File: src/rtl/kpt_pkg.sv
package kpt_pkg;

    // table geometry
    localparam int PENDING_DEPTH = 8;
    localparam int MAX_RESULTS   = 8;
    localparam int CNT_W         = $clog2(PENDING_DEPTH + 1);
    localparam int FIRE_W        = $clog2(MAX_RESULTS);

    // field widths
    localparam int CMD_W  = 2;
    localparam int KEY_W  = 8;
    localparam int KIND_W = 2;
    localparam int THR_W  = 16;
    localparam int TICK_W = 32;

    // input commands
    localparam logic [CMD_W-1:0] CMD_DOWN = 2'd0;
    localparam logic [CMD_W-1:0] CMD_UP   = 2'd1;
    localparam logic [CMD_W-1:0] CMD_TICK = 2'd2;

    // result kinds
    localparam logic [KIND_W-1:0] KIND_SHORT   = 2'd0;
    localparam logic [KIND_W-1:0] KIND_LONG    = 2'd1;
    localparam logic [KIND_W-1:0] KIND_DROPPED = 2'd2;

    // cell operations, broadcast to the whole row
    localparam int OP_W = 3;
    localparam logic [OP_W-1:0] OP_HOLD       = 3'd0;
    localparam logic [OP_W-1:0] OP_APPEND     = 3'd1;
    localparam logic [OP_W-1:0] OP_SCAN_START = 3'd2;
    localparam logic [OP_W-1:0] OP_SCAN_STEP  = 3'd3;
    localparam logic [OP_W-1:0] OP_REMOVE     = 3'd4;
    localparam logic [OP_W-1:0] OP_SHIFT_ALL  = 3'd5;

    // control into one cell
    typedef struct packed {
        logic [OP_W-1:0] op;
        logic            sel;   // this cell is the target slot of append / scan start
    } t_cell_ctl;

    // what one cell hands to its lower neighbor
    typedef struct packed {
        logic [KEY_W-1:0]  key;
        logic [TICK_W-1:0] since;
        logic              tok;
    } t_cell_data;

    // status seen by the controller
    typedef struct packed {
        logic hit;      // token here and key matches
        logic expired;  // held at least the threshold
    } t_cell_stat;

endpackage

File: src/rtl/kpt_if.sv
interface kpt_in_if;
    import kpt_pkg::*;
    logic              valid;
    logic              ready;
    logic [CMD_W-1:0]  command;
    logic [KEY_W-1:0]  key_code;
    logic              long_capable;
    modport source (output valid, command, key_code, long_capable, input ready);
    modport sink   (input valid, command, key_code, long_capable, output ready);
endinterface

interface kpt_out_if;
    import kpt_pkg::*;
    logic              valid;
    logic              ready;
    logic [KIND_W-1:0] press_kind;
    logic [KEY_W-1:0]  press_key;
    logic              last_of_run;
    modport source (output valid, press_kind, press_key, last_of_run, input ready);
    modport sink   (input valid, press_kind, press_key, last_of_run, output ready);
endinterface

interface kpt_cfg_if;
    import kpt_pkg::*;
    logic             valid;
    logic             ready;
    logic [THR_W-1:0] data;
    modport source (output valid, data, input ready);
    modport sink   (input valid, data, output ready);
endinterface

File: src/rtl/kpt_cell.sv
module kpt_cell (
    input  logic                        i_clk,
    input  logic                        i_rst_n,
    input  kpt_pkg::t_cell_ctl          i_ctl,
    input  kpt_pkg::t_cell_data         i_up,
    input  logic [kpt_pkg::KEY_W-1:0]   i_key,
    input  logic [kpt_pkg::TICK_W-1:0]  i_now,
    input  logic [kpt_pkg::THR_W-1:0]   i_thr,
    output kpt_pkg::t_cell_data         o_data,
    output kpt_pkg::t_cell_stat         o_stat
);
    import kpt_pkg::*;

    logic [KEY_W-1:0]  r_key;
    logic [TICK_W-1:0] r_since;
    logic              r_tok;
    logic              r_swept;
    logic              n_tok;
    logic              n_swept;
    logic [TICK_W-1:0] elapsed;

    // token and swept marks: the scan walks from newest to oldest
    always_comb begin
        n_tok   = r_tok;
        n_swept = r_swept;
        unique case (i_ctl.op)
            OP_SCAN_START: begin
                n_tok   = i_ctl.sel;
                n_swept = 1'b0;
            end
            OP_SCAN_STEP: begin
                n_tok   = i_up.tok;
                n_swept = r_swept | r_tok;
            end
            OP_REMOVE: begin
                n_tok   = 1'b0;
                n_swept = 1'b0;
            end
            default: ;
        endcase
    end

    always_ff @(posedge i_clk) begin
        if (!i_rst_n) begin
            r_tok   <= 1'b0;
            r_swept <= 1'b0;
        end else begin
            r_tok   <= n_tok;
            r_swept <= n_swept;
        end
    end

    // entry payload: load new press, or take the neighbor's entry on removal
    always_ff @(posedge i_clk) begin
        unique case (i_ctl.op)
            OP_APPEND: begin
                if (i_ctl.sel) begin
                    r_key   <= i_key;
                    r_since <= i_now;
                end
            end
            OP_REMOVE: begin
                if (r_swept | r_tok) begin
                    r_key   <= i_up.key;
                    r_since <= i_up.since;
                end
            end
            OP_SHIFT_ALL: begin
                r_key   <= i_up.key;
                r_since <= i_up.since;
            end
            default: ;
        endcase
    end

    // elapsed time wraps at the counter width
    assign elapsed = i_now - r_since;

    assign o_stat.hit     = r_tok && (r_key == i_key);
    assign o_stat.expired = elapsed >= {{(TICK_W-THR_W){1'b0}}, i_thr};

    assign o_data.key   = r_key;
    assign o_data.since = r_since;
    assign o_data.tok   = r_tok;

endmodule

File: src/rtl/key_long_press_tracker.sv
// Key long-press tracker. Takes key-down, key-up and tick commands and reports
// short, long and dropped presses. Pending presses of long-capable keys sit in
// a row of PENDING_DEPTH cells, oldest in cell 0; removal shifts the younger
// cells down one place together. A key-down is taken while idle; one that
// yields a result passes through the emit state, and unused commands are
// ignored. A key-up with pending presses starts a scan that walks a token
// from the newest entry toward the oldest, one cell per cycle, and passes its
// result through the emit state. A tick fires expired presses from cell 0 at
// one per cycle while the output can take them, at most MAX_RESULTS per tick,
// and stops at the first entry that has not expired; presses left over fire
// on later ticks. Results pass through one output register, and the block
// takes a new command only once the previous one has finished. The threshold
// may be written at any time the block is idle; zero disables expiry on ticks
// and makes every matched release long.
module key_long_press_tracker (
    input  logic i_clk,
    input  logic i_rst_n,
    kpt_in_if.sink    i_in,
    kpt_out_if.source o_out,
    kpt_cfg_if.sink   i_cfg
);
    import kpt_pkg::*;

    localparam logic [1:0] S_IDLE = 2'd0;
    localparam logic [1:0] S_EMIT = 2'd1;
    localparam logic [1:0] S_SCAN = 2'd2;
    localparam logic [1:0] S_FIRE = 2'd3;

    logic [1:0]        r_state, n_state;
    logic [CNT_W-1:0]  r_cnt, n_cnt;
    logic [TICK_W-1:0] r_tick, n_tick;
    logic [THR_W-1:0]  r_thr;
    logic [FIRE_W-1:0] r_nfired, n_nfired;
    logic [KEY_W-1:0]  r_key, n_key;
    logic [KIND_W-1:0] r_kind, n_kind;
    logic              r_ovalid, n_ovalid;
    logic [KIND_W-1:0] r_okind, n_okind;
    logic [KEY_W-1:0]  r_okey, n_okey;
    logic              r_olast, n_olast;

    logic [OP_W-1:0]   cell_op;
    logic              in_acc;
    logic              can_emit;
    logic              any_hit;
    logic              any_long;
    logic              fire_last;
    logic [CNT_W-1:0]  cnt_m1;
    logic [KEY_W-1:0]  cell_key;

    t_cell_ctl  ctl   [PENDING_DEPTH];
    t_cell_data data  [PENDING_DEPTH+1];
    t_cell_stat stat  [PENDING_DEPTH];
    logic [PENDING_DEPTH-1:0] hit_v;
    logic [PENDING_DEPTH-1:0] long_v;
    logic [PENDING_DEPTH-1:0] tok_v;

    // the row of cells; the top cell takes an empty entry from above
    assign data[PENDING_DEPTH] = '0;
    assign cnt_m1 = r_cnt - CNT_W'(1);

    // incoming key on append, held key while the scan runs
    assign cell_key = (r_state == S_IDLE) ? i_in.key_code : r_key;

    for (genvar g = 0; g < PENDING_DEPTH; g++) begin : g_cell
        always_comb begin
            ctl[g].op  = cell_op;
            ctl[g].sel = (cell_op == OP_APPEND) ? (r_cnt == CNT_W'(g))
                                                : (cnt_m1 == CNT_W'(g));
        end
        kpt_cell u_cell (
            .i_clk   (i_clk),
            .i_rst_n (i_rst_n),
            .i_ctl   (ctl[g]),
            .i_up    (data[g+1]),
            .i_key   (cell_key),
            .i_now   (r_tick),
            .i_thr   (r_thr),
            .o_data  (data[g]),
            .o_stat  (stat[g])
        );
        assign hit_v[g]  = stat[g].hit;
        assign long_v[g] = stat[g].hit & stat[g].expired;
        assign tok_v[g]  = data[g].tok;
    end

    assign any_hit  = |hit_v;
    assign any_long = |long_v;

    // a fired press is the last of the tick unless the next oldest fires too and the per-tick limit is not yet reached
    assign fire_last = (r_cnt == CNT_W'(1)) || !stat[1].expired ||
                       (r_nfired == FIRE_W'(MAX_RESULTS - 1));

    assign i_in.ready  = (r_state == S_IDLE);
    assign in_acc      = i_in.valid && i_in.ready;
    assign i_cfg.ready = 1'b1;
    assign can_emit    = !r_ovalid || o_out.ready;

    // controller
    always_comb begin
        n_state  = r_state;
        n_cnt    = r_cnt;
        n_tick   = r_tick;
        n_nfired = r_nfired;
        n_key    = r_key;
        n_kind   = r_kind;
        n_ovalid = r_ovalid && !o_out.ready;
        n_okind  = r_okind;
        n_okey   = r_okey;
        n_olast  = r_olast;
        cell_op  = OP_HOLD;
        unique case (r_state)
            S_IDLE: begin
                if (in_acc) begin
                    n_key = i_in.key_code;
                    case (i_in.command)
                        CMD_DOWN: begin
                            if (!i_in.long_capable) begin
                                n_kind  = KIND_SHORT;
                                n_state = S_EMIT;
                            end else if (r_cnt == CNT_W'(PENDING_DEPTH)) begin
                                n_kind  = KIND_DROPPED;
                                n_state = S_EMIT;
                            end else begin
                                cell_op = OP_APPEND;
                                n_cnt   = r_cnt + CNT_W'(1);
                            end
                        end
                        CMD_UP: begin
                            if (i_in.long_capable) begin
                                if (r_cnt == '0) begin
                                    n_kind  = KIND_SHORT;
                                    n_state = S_EMIT;
                                end else begin
                                    cell_op = OP_SCAN_START;
                                    n_state = S_SCAN;
                                end
                            end
                        end
                        CMD_TICK: begin
                            n_tick = r_tick + TICK_W'(1);
                            if (r_thr != '0) begin
                                n_nfired = '0;
                                n_state  = S_FIRE;
                            end
                        end
                        default: ;
                    endcase
                end
            end
            S_SCAN: begin
                if (any_hit) begin
                    cell_op = OP_REMOVE;
                    n_cnt   = cnt_m1;
                    n_kind  = any_long ? KIND_LONG : KIND_SHORT;
                    n_state = S_EMIT;
                end else if (tok_v[0]) begin
                    n_kind  = KIND_SHORT;
                    n_state = S_EMIT;
                end else begin
                    cell_op = OP_SCAN_STEP;
                end
            end
            S_FIRE: begin
                if (r_cnt == '0 || !stat[0].expired) begin
                    n_state = S_IDLE;
                end else if (can_emit) begin
                    n_ovalid = 1'b1;
                    n_okind  = KIND_LONG;
                    n_okey   = data[0].key;
                    n_olast  = fire_last;
                    cell_op  = OP_SHIFT_ALL;
                    n_cnt    = cnt_m1;
                    n_nfired = r_nfired + FIRE_W'(1);
                    if (fire_last) begin
                        n_state = S_IDLE;
                    end
                end
            end
            S_EMIT: begin
                if (can_emit) begin
                    n_ovalid = 1'b1;
                    n_okind  = r_kind;
                    n_okey   = r_key;
                    n_olast  = 1'b1;
                    n_state  = S_IDLE;
                end
            end
            default: n_state = S_IDLE;
        endcase
    end

    // control registers
    always_ff @(posedge i_clk) begin
        if (!i_rst_n) begin
            r_state  <= S_IDLE;
            r_cnt    <= '0;
            r_tick   <= '0;
            r_thr    <= '0;
            r_ovalid <= 1'b0;
            r_nfired <= '0;
        end else begin
            r_state  <= n_state;
            r_cnt    <= n_cnt;
            r_tick   <= n_tick;
            r_ovalid <= n_ovalid;
            r_nfired <= n_nfired;
            if (i_cfg.valid && i_cfg.ready) begin
                r_thr <= i_cfg.data;
            end
        end
    end

    // payload registers
    always_ff @(posedge i_clk) begin
        r_key   <= n_key;
        r_kind  <= n_kind;
        r_okind <= n_okind;
        r_okey  <= n_okey;
        r_olast <= n_olast;
    end

    assign o_out.valid       = r_ovalid;
    assign o_out.press_kind  = r_okind;
    assign o_out.press_key   = r_okey;
    assign o_out.last_of_run = r_olast;

    // checks
    a_cnt_range: assert property (@(posedge i_clk) disable iff (!i_rst_n)
        r_cnt <= CNT_W'(PENDING_DEPTH))
        else $error("pending count beyond table depth");

    a_tok_single: assert property (@(posedge i_clk) disable iff (!i_rst_n)
        $onehot0(tok_v))
        else $error("more than one scan token in the row");

    a_tok_scan: assert property (@(posedge i_clk) disable iff (!i_rst_n)
        (r_state == S_SCAN) |-> $onehot(tok_v))
        else $error("scan running without a token");

    a_append: assert property (@(posedge i_clk) disable iff (!i_rst_n)
        (in_acc && i_in.command == CMD_DOWN && i_in.long_capable &&
         r_cnt != CNT_W'(PENDING_DEPTH)) |=> (r_cnt == $past(r_cnt) + CNT_W'(1)))
        else $error("capable key-down did not grow the table");

endmodule
File: src/flat_wrapper.sv
// flat-port wrapper written by rule: the top's interface ports become plain ports
module key_long_press_tracker_flat import kpt_pkg::*;
  (i_clk, i_rst_n, i_in_valid, i_in_command, i_in_key_code, i_in_long_capable, i_in_ready, o_out_valid, o_out_press_kind, o_out_press_key, o_out_last_of_run, o_out_ready, i_cfg_valid, i_cfg_data, i_cfg_ready);
  kpt_in_if i_in_i ();
  kpt_out_if o_out_i ();
  kpt_cfg_if i_cfg_i ();
  input  logic i_clk;
  input  logic i_rst_n;
  input wire logic [$bits(i_in_i.valid)-1:0] i_in_valid;
  input wire logic [$bits(i_in_i.command)-1:0] i_in_command;
  input wire logic [$bits(i_in_i.key_code)-1:0] i_in_key_code;
  input wire logic [$bits(i_in_i.long_capable)-1:0] i_in_long_capable;
  output wire logic [$bits(i_in_i.ready)-1:0] i_in_ready;
  output wire logic [$bits(o_out_i.valid)-1:0] o_out_valid;
  output wire logic [$bits(o_out_i.press_kind)-1:0] o_out_press_kind;
  output wire logic [$bits(o_out_i.press_key)-1:0] o_out_press_key;
  output wire logic [$bits(o_out_i.last_of_run)-1:0] o_out_last_of_run;
  input wire logic [$bits(o_out_i.ready)-1:0] o_out_ready;
  input wire logic [$bits(i_cfg_i.valid)-1:0] i_cfg_valid;
  input wire logic [$bits(i_cfg_i.data)-1:0] i_cfg_data;
  output wire logic [$bits(i_cfg_i.ready)-1:0] i_cfg_ready;
  assign i_in_i.valid = i_in_valid;
  assign i_in_i.command = i_in_command;
  assign i_in_i.key_code = i_in_key_code;
  assign i_in_i.long_capable = i_in_long_capable;
  assign i_in_ready = i_in_i.ready;
  assign o_out_valid = o_out_i.valid;
  assign o_out_press_kind = o_out_i.press_kind;
  assign o_out_press_key = o_out_i.press_key;
  assign o_out_last_of_run = o_out_i.last_of_run;
  assign o_out_i.ready = o_out_ready;
  assign i_cfg_i.valid = i_cfg_valid;
  assign i_cfg_i.data = i_cfg_data;
  assign i_cfg_ready = i_cfg_i.ready;
  key_long_press_tracker u_core (.i_clk(i_clk), .i_rst_n(i_rst_n), .i_in(i_in_i), .o_out(o_out_i), .i_cfg(i_cfg_i));
endmodule
File: config.mk
export PLATFORM = sky130hd
export DESIGN_NAME = key_long_press_tracker_flat
export DESIGN_NICKNAME = d
export VERILOG_FILES = /design/src/rtl/kpt_pkg.sv /design/src/rtl/kpt_if.sv /design/src/rtl/kpt_cell.sv /design/src/rtl/key_long_press_tracker.sv /design/src/flat_wrapper.sv
export SDC_FILE = /design/constraint.sdc
export NUM_CORES = 1
export LEC_CHECK = 0
export BUFFER_PORTS_ARGS = -buffer_cell sky130_fd_sc_hd__buf_2
export CORE_MARGIN = 1.5
export CORE_UTILIZATION = 45
export CTS_CLUSTER_SIZE = 24
export DETAILED_ROUTE_END_ITERATION = 12
export HOLD_SLACK_MARGIN = 0.08
export MAX_ROUTING_LAYER = met4
export SLEW_MARGIN = 20
export SYNTH_ARGS = -nofsm -noshare
export SYNTH_HDL_FRONTEND = slang
export SYNTH_SLANG_ARGS = --single-unit
File: constraint.sdc
create_clock -name i_clk -period 9.85 [get_ports i_clk]
set_input_delay 1.4775 -clock i_clk [delete_from_list [all_inputs] [get_ports i_clk]]
set_output_delay 1.4775 -clock i_clk [all_outputs]
set_load 0.02 [all_outputs]
# Word level (Yosys, flattened, before mapping)

Cells that the tools add are included.

Bits in registers: 415
Logic and storage cells: 335

Add/sub/neg operators: 12
Order comparisons: 8
Equal/unequal tests: 69
Mux-type cells: 137
Bitwise logic cells: 16
Reduce and logical (&&, ||, !) cells: 50

Operators by type and width:

| cell                    | number |
|---|---|
| $pmux W32 S3            | 8 |
| $mux W32                | 16 |
| $ge A32 B16 Y1          | 8 |
| $sub A32 B32 Y32        | 8 |
| $pmux W8 S3             | 8 |
| $mux W8                 | 20 |
| $eq A8 B8 Y1            | 8 |
| $mux W2                 | 24 |
| $ne A2 B2 Y1 const B    | 22 |
| $mux W3                 | 11 |
| $add A32 B1 Y32 const B | 1 |
| $eq A4 B3 Y1 const B    | 8 |
| $mux W4                 | 7 |
| $reduce_and A3 Y1       | 9 |
| $pmux W1 S2             | 11 |
| $pmux W1 S3             | 7 |
| $eq A4 B2 Y1 const B    | 4 |
| $pmux W8 S2             | 1 |
| $reduce_bool A16 Y1     | 1 |
| $reduce_or A8 Y1        | 2 |
| $mux W1                 | 15 |
| $ne A3 B3 Y1 const B    | 4 |
| $pmux W2 S2             | 3 |
| $pmux W3 S2             | 2 |
| 34 further kinds        | 84 |

# Longest topological paths before layout

Gate-level depths: netlist of run 1.

Word-level depth: 11
Gate-level depth with buffers: 26
Mapped depth without buffers: 26

# By module

From an unflattened synthesis of run 1, not the netlist that was laid out.

Cell total of the unflattened synthesis: 4262
Area total of the unflattened synthesis: 38544.5 um2

By module, submodules not included:

| module                                 | times used | cells an instance | area each (um2) | seq. area each (um2) |
|---|---|---|---|---|
| kpt_cell (u_core.g_cell[0].u_cell ...) | 5          | 481               | 4300.4          | 1241.2 |
| kpt_cell (u_core.g_cell[6].u_cell ...) | 2          | 476               | 4270.3          | 1241.2 |
| kpt_cell (u_core.g_cell[1].u_cell)     | 1          | 463               | 4296.6          | 1241.2 |
| key_long_press_tracker                 | 1          | 442               | 4205.3          | 1791.7 |

# Worst setup path before layout of run 1

Ideal clock, no wire load.

Kind: reg2reg
Start point: register u_core.r_tick[1]
End point: register u_core.g_cell[7].u_cell.r_key[0], enable pin
Setup time: 0.493 ns
Arrival: 7.051 ns
Data required time: 9.357 ns
Path slack: 2.306 ns
Stages on the path, launching flop included: 21
Buffers on the path: 1
Path through: dfxtp_1 > inv_1 > fa_1 > nand2b_1 > a21oi_1 > o21ai_1 > o21ai_1 > a31oi_1 > xnor2_1 > ha_1 > a21oi_1 > o32a_1 > o2111ai_1 > a311oi_1 > nand4b_1 > nor4_1 > and4_1 > a311oi_1 > a21oi_2 > buf_2 > o21ai_0

Word-level cells in the longest chain between the ends: 10
Elaborated cells on any way between the ends: 14
Classes of those cells: 1 x add/sub; 1 x order compare; 5 x eq/ne; 3 x mux; 4 x reduce/logical

RTL lines:

| item                                 | line                                         | text |
|---|---|---|
| start: declaration                   | key_long_press_tracker.sv:31                 | `logic [TICK_W-1:0] r_tick, n_tick;` |
| start signal: assignment             | key_long_press_tracker.sv:204                | `r_tick <= n_tick;` |
| $sub A32 B32 Y32 *                   | kpt_cell.sv:77                               | `assign elapsed = i_now - r_since;` |
| $ge A32 B16 Y1 *                     | kpt_cell.sv:80                               | `assign o_stat.expired = elapsed >= {{(TICK_W-THR_W){1'b0}}, i_thr};` |
| $logic_not A1 Y1 *                   | key_long_press_tracker.sv:164                | `if (r_cnt == '0 \|\| !stat[0].expired) begin` |
| $logic_or A1 B1 Y1 *                 | key_long_press_tracker.sv:164                |  |
| $mux W3 *                            | key_long_press_tracker.sv:164                |  |
| $pmux W3 S3 *                        | key_long_press_tracker.sv:111                | `unique case (r_state)` |
| $eq A3 B1 Y1                         | kpt_cell.sv:55, key_long_press_tracker.sv:67 |  |
| $mux W1                              | key_long_press_tracker.sv:67                 | `ctl[g].sel = (cell_op == OP_APPEND) ? (r_cnt == CNT_W'(g))` |
| $ne A2 B1 Y1 (no source line)        | --                                           |  |
| $reduce_and A3 Y1 (no source line) * | --                                           |  |
| end signal: assignment               | kpt_cell.sv:58                               | `r_key <= i_key;` |
| end signal: assignment               | kpt_cell.sv:64                               | `r_key <= i_up.key;` |
| end signal: assignment               | kpt_cell.sv:69                               | `r_key <= i_up.key;` |
| end: declaration                     | kpt_cell.sv:14                               | `logic [KEY_W-1:0] r_key;` |

Every way passes the cells marked *; elsewhere a longest branch is shown, timed or not.
A chain may end at the register's enable or synchronous reset.

# Worst setup path after layout of run 1

Start point: register u_core.r_tick[0]
End point: register u_core.g_cell[3].u_cell.r_since[13] (data pin)

Word-level cells in the longest chain between the ends: 8
Elaborated cells on any way between the ends: 10
Classes of those cells: 1 x add/sub; 1 x order compare; 3 x eq/ne; 3 x mux; 2 x reduce/logical

RTL lines:

| item                                                | line                          | text |
|---|---|---|
| $sub A32 B32 Y32 *                                  | kpt_cell.sv:77                |  |
| $ge A32 B16 Y1 *                                    | kpt_cell.sv:80                |  |
| $logic_not A1 Y1 *                                  | key_long_press_tracker.sv:164 |  |
| $logic_or A1 B1 Y1 *                                | key_long_press_tracker.sv:164 |  |
| $mux W3 *                                           | key_long_press_tracker.sv:164 |  |
| $pmux W3 S3 *                                       | key_long_press_tracker.sv:111 |  |
| $eq A3 B3 Y1 / $eq A3 B1 Y1 (equally long branches) | kpt_cell.sv:55                | `unique case (i_ctl.op)` |
| $pmux W32 S3 *                                      | kpt_cell.sv:55                |  |
| end signal: assignment                              | kpt_cell.sv:59                | `r_since <= i_now;` |
| end signal: assignment                              | kpt_cell.sv:65                | `r_since <= i_up.since;` |
| end signal: assignment                              | kpt_cell.sv:70                | `r_since <= i_up.since;` |
| end: declaration                                    | kpt_cell.sv:15                | `logic [TICK_W-1:0] r_since;` |

Marks and branches as above.

==> results of run 1 <==
power by group through the flow:
stage	Sequential [W]	Clock [W]	Combinational [W]
after global routing	0.00193	0.00176	0.000407
final	0.00193	0.00168	0.000370
after floorplan	0.00197	0	0.000245
after global placement	0.00197	0	0.000363
after detailed placement	0.00197	0	0.000367
after CTS	0.00193	0.00171	0.000368
final cells by class:
cell class	instances	area, um2
fillers	7094	37840
multi-input cells	2884	20390
flip-flops and latches	415	11720
inverters	389	1460
clock buffers	61	1239
well taps	969	1212
repair buffers	83	525.5
clock inverters	19	185.2
cells by family (layout without fill, tap and decap cells):
logic type,after synthesis,in the layout,share of synthesized area
XOR/XNOR,242,242,0.06250
multiplexers,67,67,0.02114
flip-flops,415,415,0.3456
adder cells (fa/ha/maj),395,395,0.1475
buffers and inverters,504,552,0.05649
AND/OR/NAND/NOR,922,922,0.1318
other,1,1,0.0001106
AO/OA/AOI/OAI,1257,1257,0.2348
through the flow:
stage / setup slack (ps) / std cells / total power [W]
after floorplan: 2306 / 3803 / 0.002214
after global placement: 3337 / 4740 / 0.002330
after detailed placement: 3273 / 4740 / 0.002334
after CTS: 3233 / 4820 / 0.004004
after global routing: 2766 / 4820 / 0.004102
final: 3048 / 4820 / 0.003978
critical path, stage by stage (launching register included):
cell       delay [ps]
dfxtp_1           400
inv_1             230
ha_1              310
fa_1              460
nand2b_1          190
a21oi_1           150
o21ai_1           120
o21ai_1           430
a31oi_1           180
xnor2_1           150
ha_1              300
a21oi_1           170
o32a_1            190
o2111ai_1         140
a311oi_1          250
nand4b_1          140
nor4_1            290
and4_1            320
a311oi_1          270
a21oi_4           500
buf_12            500
nand2_1           460
o21ai_0           220
how the worst min path moves through the flow:
stage | startpoint | to | cells past startpoint
6_report | u_core.g_cell[7].u_cell.r_swept | u_core.g_cell[7].u_cell.r_swept | 2
5_1_grt | u_core.g_cell[7].u_cell.r_swept | u_core.g_cell[7].u_cell.r_swept | 2
4_1_cts | u_core.g_cell[7].u_cell.r_swept | u_core.g_cell[7].u_cell.r_swept | 2
3_5_place_dp | u_core.g_cell[7].u_cell.r_swept | u_core.g_cell[7].u_cell.r_swept | 2
2_1_floorplan | u_core.g_cell[7].u_cell.r_swept | u_core.g_cell[7].u_cell.r_swept | 2
3_3_place_gp | u_core.g_cell[7].u_cell.r_swept | u_core.g_cell[7].u_cell.r_swept | 2
cell usage after synthesis (all sizes together), types with 9 or more instances:
| library cell | n |
|---|---|
| nor2b | 33 |
| o21bai | 43 |
| a211o | 10 |
| nand3 | 72 |
| xor2 | 93 |
| a31oi | 47 |
| buf | 17 |
| a211oi | 50 |
| or2 | 9 |
| clkbuf | 98 |
| o221ai | 11 |
| o31ai | 26 |
| a311oi | 14 |
| o21ai | 384 |
| xnor2 | 149 |
| o311ai | 10 |
| and4 | 15 |
| nand2 | 257 |
| o31a | 12 |
| inv | 389 |
| dfxtp | 74 |
| ha | 387 |
| mux2 | 16 |
| a21oi | 301 |
| nor3 | 62 |
| nor2 | 237 |
| o211ai | 23 |
| edfxtp | 341 |
| o22ai | 11 |
| or3 | 22 |
| mux2i | 51 |
| a21boi | 11 |
| o21a | 91 |
| nor4 | 31 |
| a2111oi | 19 |
| a21o | 116 |
| and3 | 25 |
| a41oi | 9 |
| and2 | 13 |
| nand2b | 52 |
| nand4 | 64 |
sequential cells by signal, indices dropped and copies added (netlist names):
| register | count |
|---|---|
| u_core.g_cell.u_cell.r_key | 64 |
| u_core.g_cell.u_cell.r_since | 256 |
| u_core.g_cell.u_cell.r_swept | 8 |
| u_core.g_cell.u_cell.r_tok | 8 |
| u_core.o_out.last_of_run | 1 |
| u_core.o_out.press_key | 8 |
| u_core.o_out.press_kind | 2 |
| u_core.o_out.valid | 1 |
| u_core.r_cnt | 4 |
| u_core.r_key | 8 |
| u_core.r_kind | 2 |
| u_core.r_nfired | 3 |
| u_core.r_state | 2 |
| u_core.r_thr | 16 |
| u_core.r_tick | 32 |
cell usage in the layout, fill, tap and decap left out, types with 33 or more instances in the layout:
master,count
nor2b_1,33
edfxtp_1,341
buf_4,38
nand2_1,257
o21ai_0,364
a31oi_1,46
inv_1,388
a21oi_1,294
o21bai_1,41
a211oi_1,46
ha_1,387
mux2i_1,42
nand4_1,64
xnor2_1,149
a21o_1,115
nor3_1,61
buf_2,44
nor2_1,237
dfxtp_1,74
nand2b_1,52
o21a_1,91
nand3_1,72
xor2_1,93
clkbuf_16,47
routing by layer:
metal | part of all wire | vias up | GRT usage
met2 | 0.43 | 1043 | 0.4128
li1 | - | 14021 | -
met3 | 0.070 | 124 | 0.02165
met1 | 0.48 | 14126 | 0.4092
met5 | 0 | - | -
met4 | 0.026 | 0 | 0.07087
==> results.ini, run 1 <==
[outcome]
status=finished clean

[place]
globalplace.congestion=0.9405
io_buffers=44
hpwl_um=82700
placed_cell_area_mm2=0.03531

[sta]
clock_skew_ps=22.87
period_share=0.6906
setup_viol=0
rsz0062_at_grt=false
fin_crit_ps=6802
slew_violations=0
fmax_mhz=147.0
hold_viol_final=0
worst_pin_slew_ps=1050
fin_setup_tns_ps=0
maxSlewHeadroom=0.2938
hold_ws_ps=467.5

[layout]
postLayoutCoreUtil=0.4926
finish.instance_area_mm2=0.03673
synthToLayoutAreaGrowth_pct=8.309
antennaDiodeCount=0
drive_gt1_frac=0.05687
final_nets=4245

[clock_network]
post_cts_buffers=0
clkSinkCount=415
worstSkewPairLatency_ps=590
cts_hold_buffers=0
clock-root-buffer=clkbuf_16
tritoncts=built
path_clk_slew_ps=60
numCtsBuffers=45
cts_resized=0
h-tree-depth=2
clk_path_buf_depth=3

[logic_synthesis]
synth_flop_cell=edfxtp_1
avgSynthCellArea_um2=8.917
synthTopCellsByArea=edfxtp_1 (30%), ha_1 (14%), o21ai_0 (5.4%)
yosysUniqueCellTypes=98
synthCells=3803
seq_area_frac_synth=0.3456
yosysTopAreaCellShare=0.3019
synth_area_mm2=0.03391
async_flop_share=0
synth_nets=4230
ys_warn_count=0
synth_edf_count=341
ys_ff_latch=415
yosysTopAreaCell=edfxtp_1

[critical_path]
r2r-end=u_core.g_cell[3].u_cell.r_since[13]
path_class=reg2reg
worstPathArrival_ps=7200
critPathLaunch=u_core.r_tick[0]
crit-reg2reg-launch=u_core.r_tick[0]
r2r_cells=22
path_max_fanout=194
r2r_slack_ps=3050
start_kind=register
cp-end-kind=register
crit_required_ps=10250
critical_path.endpoint=u_core.g_cell[3].u_cell.r_since[13]

[die]
die-area_mm2=0.07702
die_height_um=277.5
design.portCount=46
initial_core_util=0.4548
die_w_um=277.5
rows=100
core_mm2=0.07457

[grt]
grt_usage=0.2786
grt_overflow_total=0
antenna_found_initial=0
grt_start_max_net_pins=195
grt_first_pass_wirelength_um=161900
grt_pass1_vias=27384

[power_and_ir_drop]
switchingPower_w=0.0009817
p_int_w=0.002997
combinationalPowerShare=0.093
ir_drop_mv=0.1156
p_sw_frac=0.2468
power.leakage_nw=16.09
p_seq_frac=0.485
clockPowerShare=0.422
power_per_cell_area_mw_per_mm2=108.3

[routing]
drt-initial-drc-count=2918
drt-vias-per-instance=6.082
antenna_left=0
routed_wl_um=106700
firstDrtPassIters=8
dr_total_vias=29314
drc_errors=0
wl_per_cell_um=22.13

[min_path]
hp-class=reg2reg

[flow_run]
maxCapViolations=0

No activity file was read; power rests on OpenSTA's default activity.
==> run 2, diff against run 1 <==
--- a/config.mk
+++ b/config.mk
@@ -5,6 +5,7 @@
 export SDC_FILE = /design/constraint.sdc
 export NUM_CORES = 1
 export LEC_CHECK = 0
+export ABC_AREA = 1
 export BUFFER_PORTS_ARGS = -buffer_cell sky130_fd_sc_hd__buf_2
 export CORE_MARGIN = 1.5
 export CORE_UTILIZATION = 45
==> constraint.sdc (replaced) <==
create_clock -name i_clk -period 5.7 [get_ports i_clk]
set_input_delay 0.855 -clock i_clk [delete_from_list [all_inputs] [get_ports i_clk]]
set_output_delay 0.855 -clock i_clk [all_outputs]
set_load 0.02 [all_outputs]
==> run 2 against run 1 <==
Net effect: clock skew is 7.0 ps lower; synthesized area is 6.5% higher; combinational power grew to 20 times the previous value; worst setup slack worse by 2500 ps; largest cell class unchanged; via count is 16% higher; register-to-register slack worse by 2500 ps; die area is 6.4% higher.
==> results.ini, run 2 <==
[outcome]
status=finished clean  ; unchanged

[critical_path]
worstPathArrival_ps=5500  ; was 7200 ps
cp-end-kind=register  ; unchanged
critPathLaunch=u_core.r_tick[0]  ; unchanged
crit_required_ps=6040  ; was 10,250 ps
r2r-end=u_core.r_kind[0]  ; was u_core.g_cell[3].u_cell.r_since[13]
crit-reg2reg-launch=u_core.r_tick[0]  ; unchanged
start_kind=register  ; unchanged
r2r_cells=25  ; was 22
path_max_fanout=11  ; was 194
path_class=reg2reg  ; unchanged
r2r_slack_ps=540  ; was 3050 ps

[power_and_ir_drop]
finalPower_w=0.01553  ; was 0.003978 W
power.leakage_nw=19.45  ; was 16.09 nW
power_per_cell_area_mw_per_mm2=389.7  ; was 108.3 mW/mm2
ir_drop_mv=0.2883  ; was 0.1156 mV

[clock_network]
clock-root-buffer=clkbuf_16  ; unchanged
numCtsBuffers=50  ; was 45
tritoncts=built  ; unchanged
cts_resized=0  ; unchanged
h-tree-depth=2  ; unchanged
cts_hold_buffers=0  ; unchanged
post_cts_buffers=0  ; unchanged
clk_path_buf_depth=3  ; unchanged
path_clk_slew_ps=60  ; about the same
worstSkewPairLatency_ps=620  ; was 590 ps
clkSinkCount=415  ; unchanged

[routing]
wl_per_cell_um=20.89  ; was 22.13 um
routed_wl_um=128400  ; was 106,700 um
drt-initial-drc-count=3011  ; was 2,918
drc_errors=0  ; unchanged
firstDrtPassIters=6  ; was 8
dr_total_vias=33874  ; was 29,314
antenna_left=0  ; unchanged
drt-vias-per-instance=5.511  ; was 6.082

[sta]
clock_skew_ps=15.83  ; was 22.87 ps
fin_crit_ps=5156  ; was 6802 ps
period_share=0.9046  ; was 0.6906
slew_violations=0  ; unchanged
maxSlewHeadroom=0.1451  ; was 0.2938
setup_viol=0  ; unchanged
rsz0062_at_grt=false  ; unchanged
fin_setup_tns_ps=0  ; unchanged
hold_viol_final=0  ; unchanged
fmax_mhz=193.9  ; was 147.0 MHz
worst_pin_slew_ps=1272  ; was 1050 ps

[grt]
grt_pass1_vias=32823  ; was 27,384
grt_usage=0.3179  ; was 0.2786
grt_start_max_net_pins=127  ; was 195
antenna_found_initial=3  ; was 0
grt_overflow_total=0  ; unchanged
grt_first_pass_wirelength_um=191700  ; was 161,900 um

[layout]
largest_reg_flops=256  ; unchanged
nFillCells=8000  ; was 7,094
final_nets=5483  ; was 4,245
final_common_cell=nand2_1  ; was inv_1
drive_gt1_frac=0.05259  ; was 0.05687
layout.cells.most_common_list=nand2_1 (1,134), inv_1 (828), o21ai_0 (441), nor2_1 (423), a21oi_1 (392)  ; was inv_1 (388), ha_1 (387), o21ai_0 (364), edfxtp_1 (341), a21oi_1 (294)
top_register=u_core.g_cell.u_cell.r_since  ; unchanged
synthToLayoutAreaGrowth_pct=10.40  ; was 8.309%
reg_top3=u_core.g_cell.u_cell.r_since x256, u_core.g_cell.u_cell.r_key x64, u_core.r_tick x32  ; unchanged

[logic_synthesis]
yosysTopAreaCell=edfxtp_1  ; unchanged
synth_flop_cell=edfxtp_1  ; unchanged
ys_ff_latch=415  ; unchanged
synth_area_mm2=0.03611  ; was 0.03391 mm2
async_flop_share=0  ; unchanged
yosysTopAreaCellShare=0.2836  ; was 0.3019
yosysUniqueCellTypes=65  ; was 98
synth_edf_count=341  ; unchanged
synth_nets=5364  ; was 4,230
avgSynthCellArea_um2=7.313  ; was 8.917 um2
synthTopCellsByArea=edfxtp_1 (28%), ha_1 (13%), nand2_1 (12%)  ; was edfxtp_1 (30%), ha_1 (14%), o21ai_0 (5.4%)
yosysMostFrequentCell=nand2_1  ; was inv_1
synth_common_cells=nand2_1 (1,135), inv_1 (829), o21ai_0 (441)  ; was inv_1 (388), ha_1 (387), o21ai_0 (365)
synthCells=4937  ; was 3,803
seq_area_frac_synth=0.3246  ; was 0.3456
ys_warn_count=0  ; unchanged

[die]
initial_core_util=0.4556  ; was 0.4548
die_w_um=286.3  ; was 277.5 um
core_mm2=0.07926  ; was 0.07457 mm2
die_height_um=286.3  ; was 277.5 um
rows=103  ; was 100
die-area_mm2=0.08194  ; was 0.07702 mm2
design.portCount=46  ; unchanged

[min_path]
hp-class=in2reg  ; was reg2reg
hold_start=i_in_key_code[7]  ; was u_core.g_cell[7].u_cell.r_swept
hold-path-endpoint=u_core.r_key[7]  ; was u_core.g_cell[7].u_cell.r_swept
min_path_cells=1  ; was 2

[place]
hpwl_um=106100  ; was 82,700 um
io_buffers=44  ; unchanged
globalplace.congestion=0.9971  ; was 0.9405

[flow_run]
maxCapViolations=0  ; unchanged

[run 2: cell types whose count changed in the layout (fill, tap and decap cells not counted), moves of 77 or more]
cell,delta
inv_1,+440
o21ai_0,+77
xor2_1,+88
a21oi_1,+98
a21o_1,-83
o21a_1,-82
nand3_1,+99
xnor2_1,-91
nand2_1,+877
nor2_1,+186
[run 2: final cells by class]
cell class	instances	area [um2]	area share
diodes	1	2.502	0.00006278
flip-flops and latches	415	11720	0.2940
well taps	1050	1314	0.03296
repair buffers	126	973.4	0.02442
multi-input cells	3631	21050	0.5280
clock inverters	30	337.8	0.008475
inverters	832	3131	0.07853
clock buffers	62	1338	0.03355
[run 2: critical path: stages, from the launching register on]
cell and delay [ps]:
dfxtp_1 310, inv_1 70, buf_4 240, ha_1 200
inv_1 60, fa_1 430, nand3_1 110, nand2_1 140
a21boi_0 470, o21ai_0 300, a21boi_0 320, o21ai_0 230
xor2_1 200, ha_1 200, a21oi_1 130, o21ai_0 90
a21oi_1 110, o21ai_0 100, nor2_1 320, nand3_1 120
nor2_1 100, nand3_1 190, nand2_1 110, nand2_1 80
nor2_1 120, a21oi_1 110
[run 2: cell families (layout without fill, tap and decap cells)]
kind of cell,after synthesis,after routing,synth area share
AO/OA/AOI/OAI,1026,1026,0.1548
XOR/XNOR,240,240,0.05843
adder cells (fa/ha/maj),395,395,0.1385
buffers and inverters,891,1050,0.09509
flip-flops,415,415,0.3246
other,1,2,0.0001039
AND/OR/NAND/NOR,1969,1969,0.2284
[run 2: metrics by stage]
stage	worst slack [ps]	hold WS [ps]	std cells	instance area (um2)	util
final	543.6	431.4	6147	39860	0.5029
after global routing	70.72	409.5	6147	39860	0.5029
after CTS	421.1	398.3	6144	39840	0.5027
after detailed placement	444.9	443.7	6052	38160	0.4815
after global placement	421.0	444.1	6052	38160	0.4815
after floorplan	287.5	430.0	4937	36130	-
[run 2: worst max path at each step]
stage          cells past startpoint                                  end
2_1_floorplan                     25     u_core.g_cell[2].u_cell.r_key[0]
3_3_place_gp                      26   u_core.g_cell[5].u_cell.r_since[3]
3_5_place_dp                      26   u_core.g_cell[5].u_cell.r_since[0]
4_1_cts                           26  u_core.g_cell[5].u_cell.r_since[14]
5_1_grt                           29   u_core.g_cell[5].u_cell.r_since[0]
6_report                          25                     u_core.r_kind[0]
[run 2: metal layers]
layer | GRT usage | wire [um] | vias up
li1 | - | - | 16713
met1 | 0.4330 | 58490 | 15833
met2 | 0.4904 | 56360 | 1127
met3 | 0.03386 | 8640 | 201
met4 | 0.1118 | 4903 | 0
met5 | - | 0 | -
[run 2: where the power goes]
group / switching, W / internal (W)
Clock: 0.00136 / 0.00194
Sequential: 0.000357 / 0.00460
Combinational: 0.00504 / 0.00223
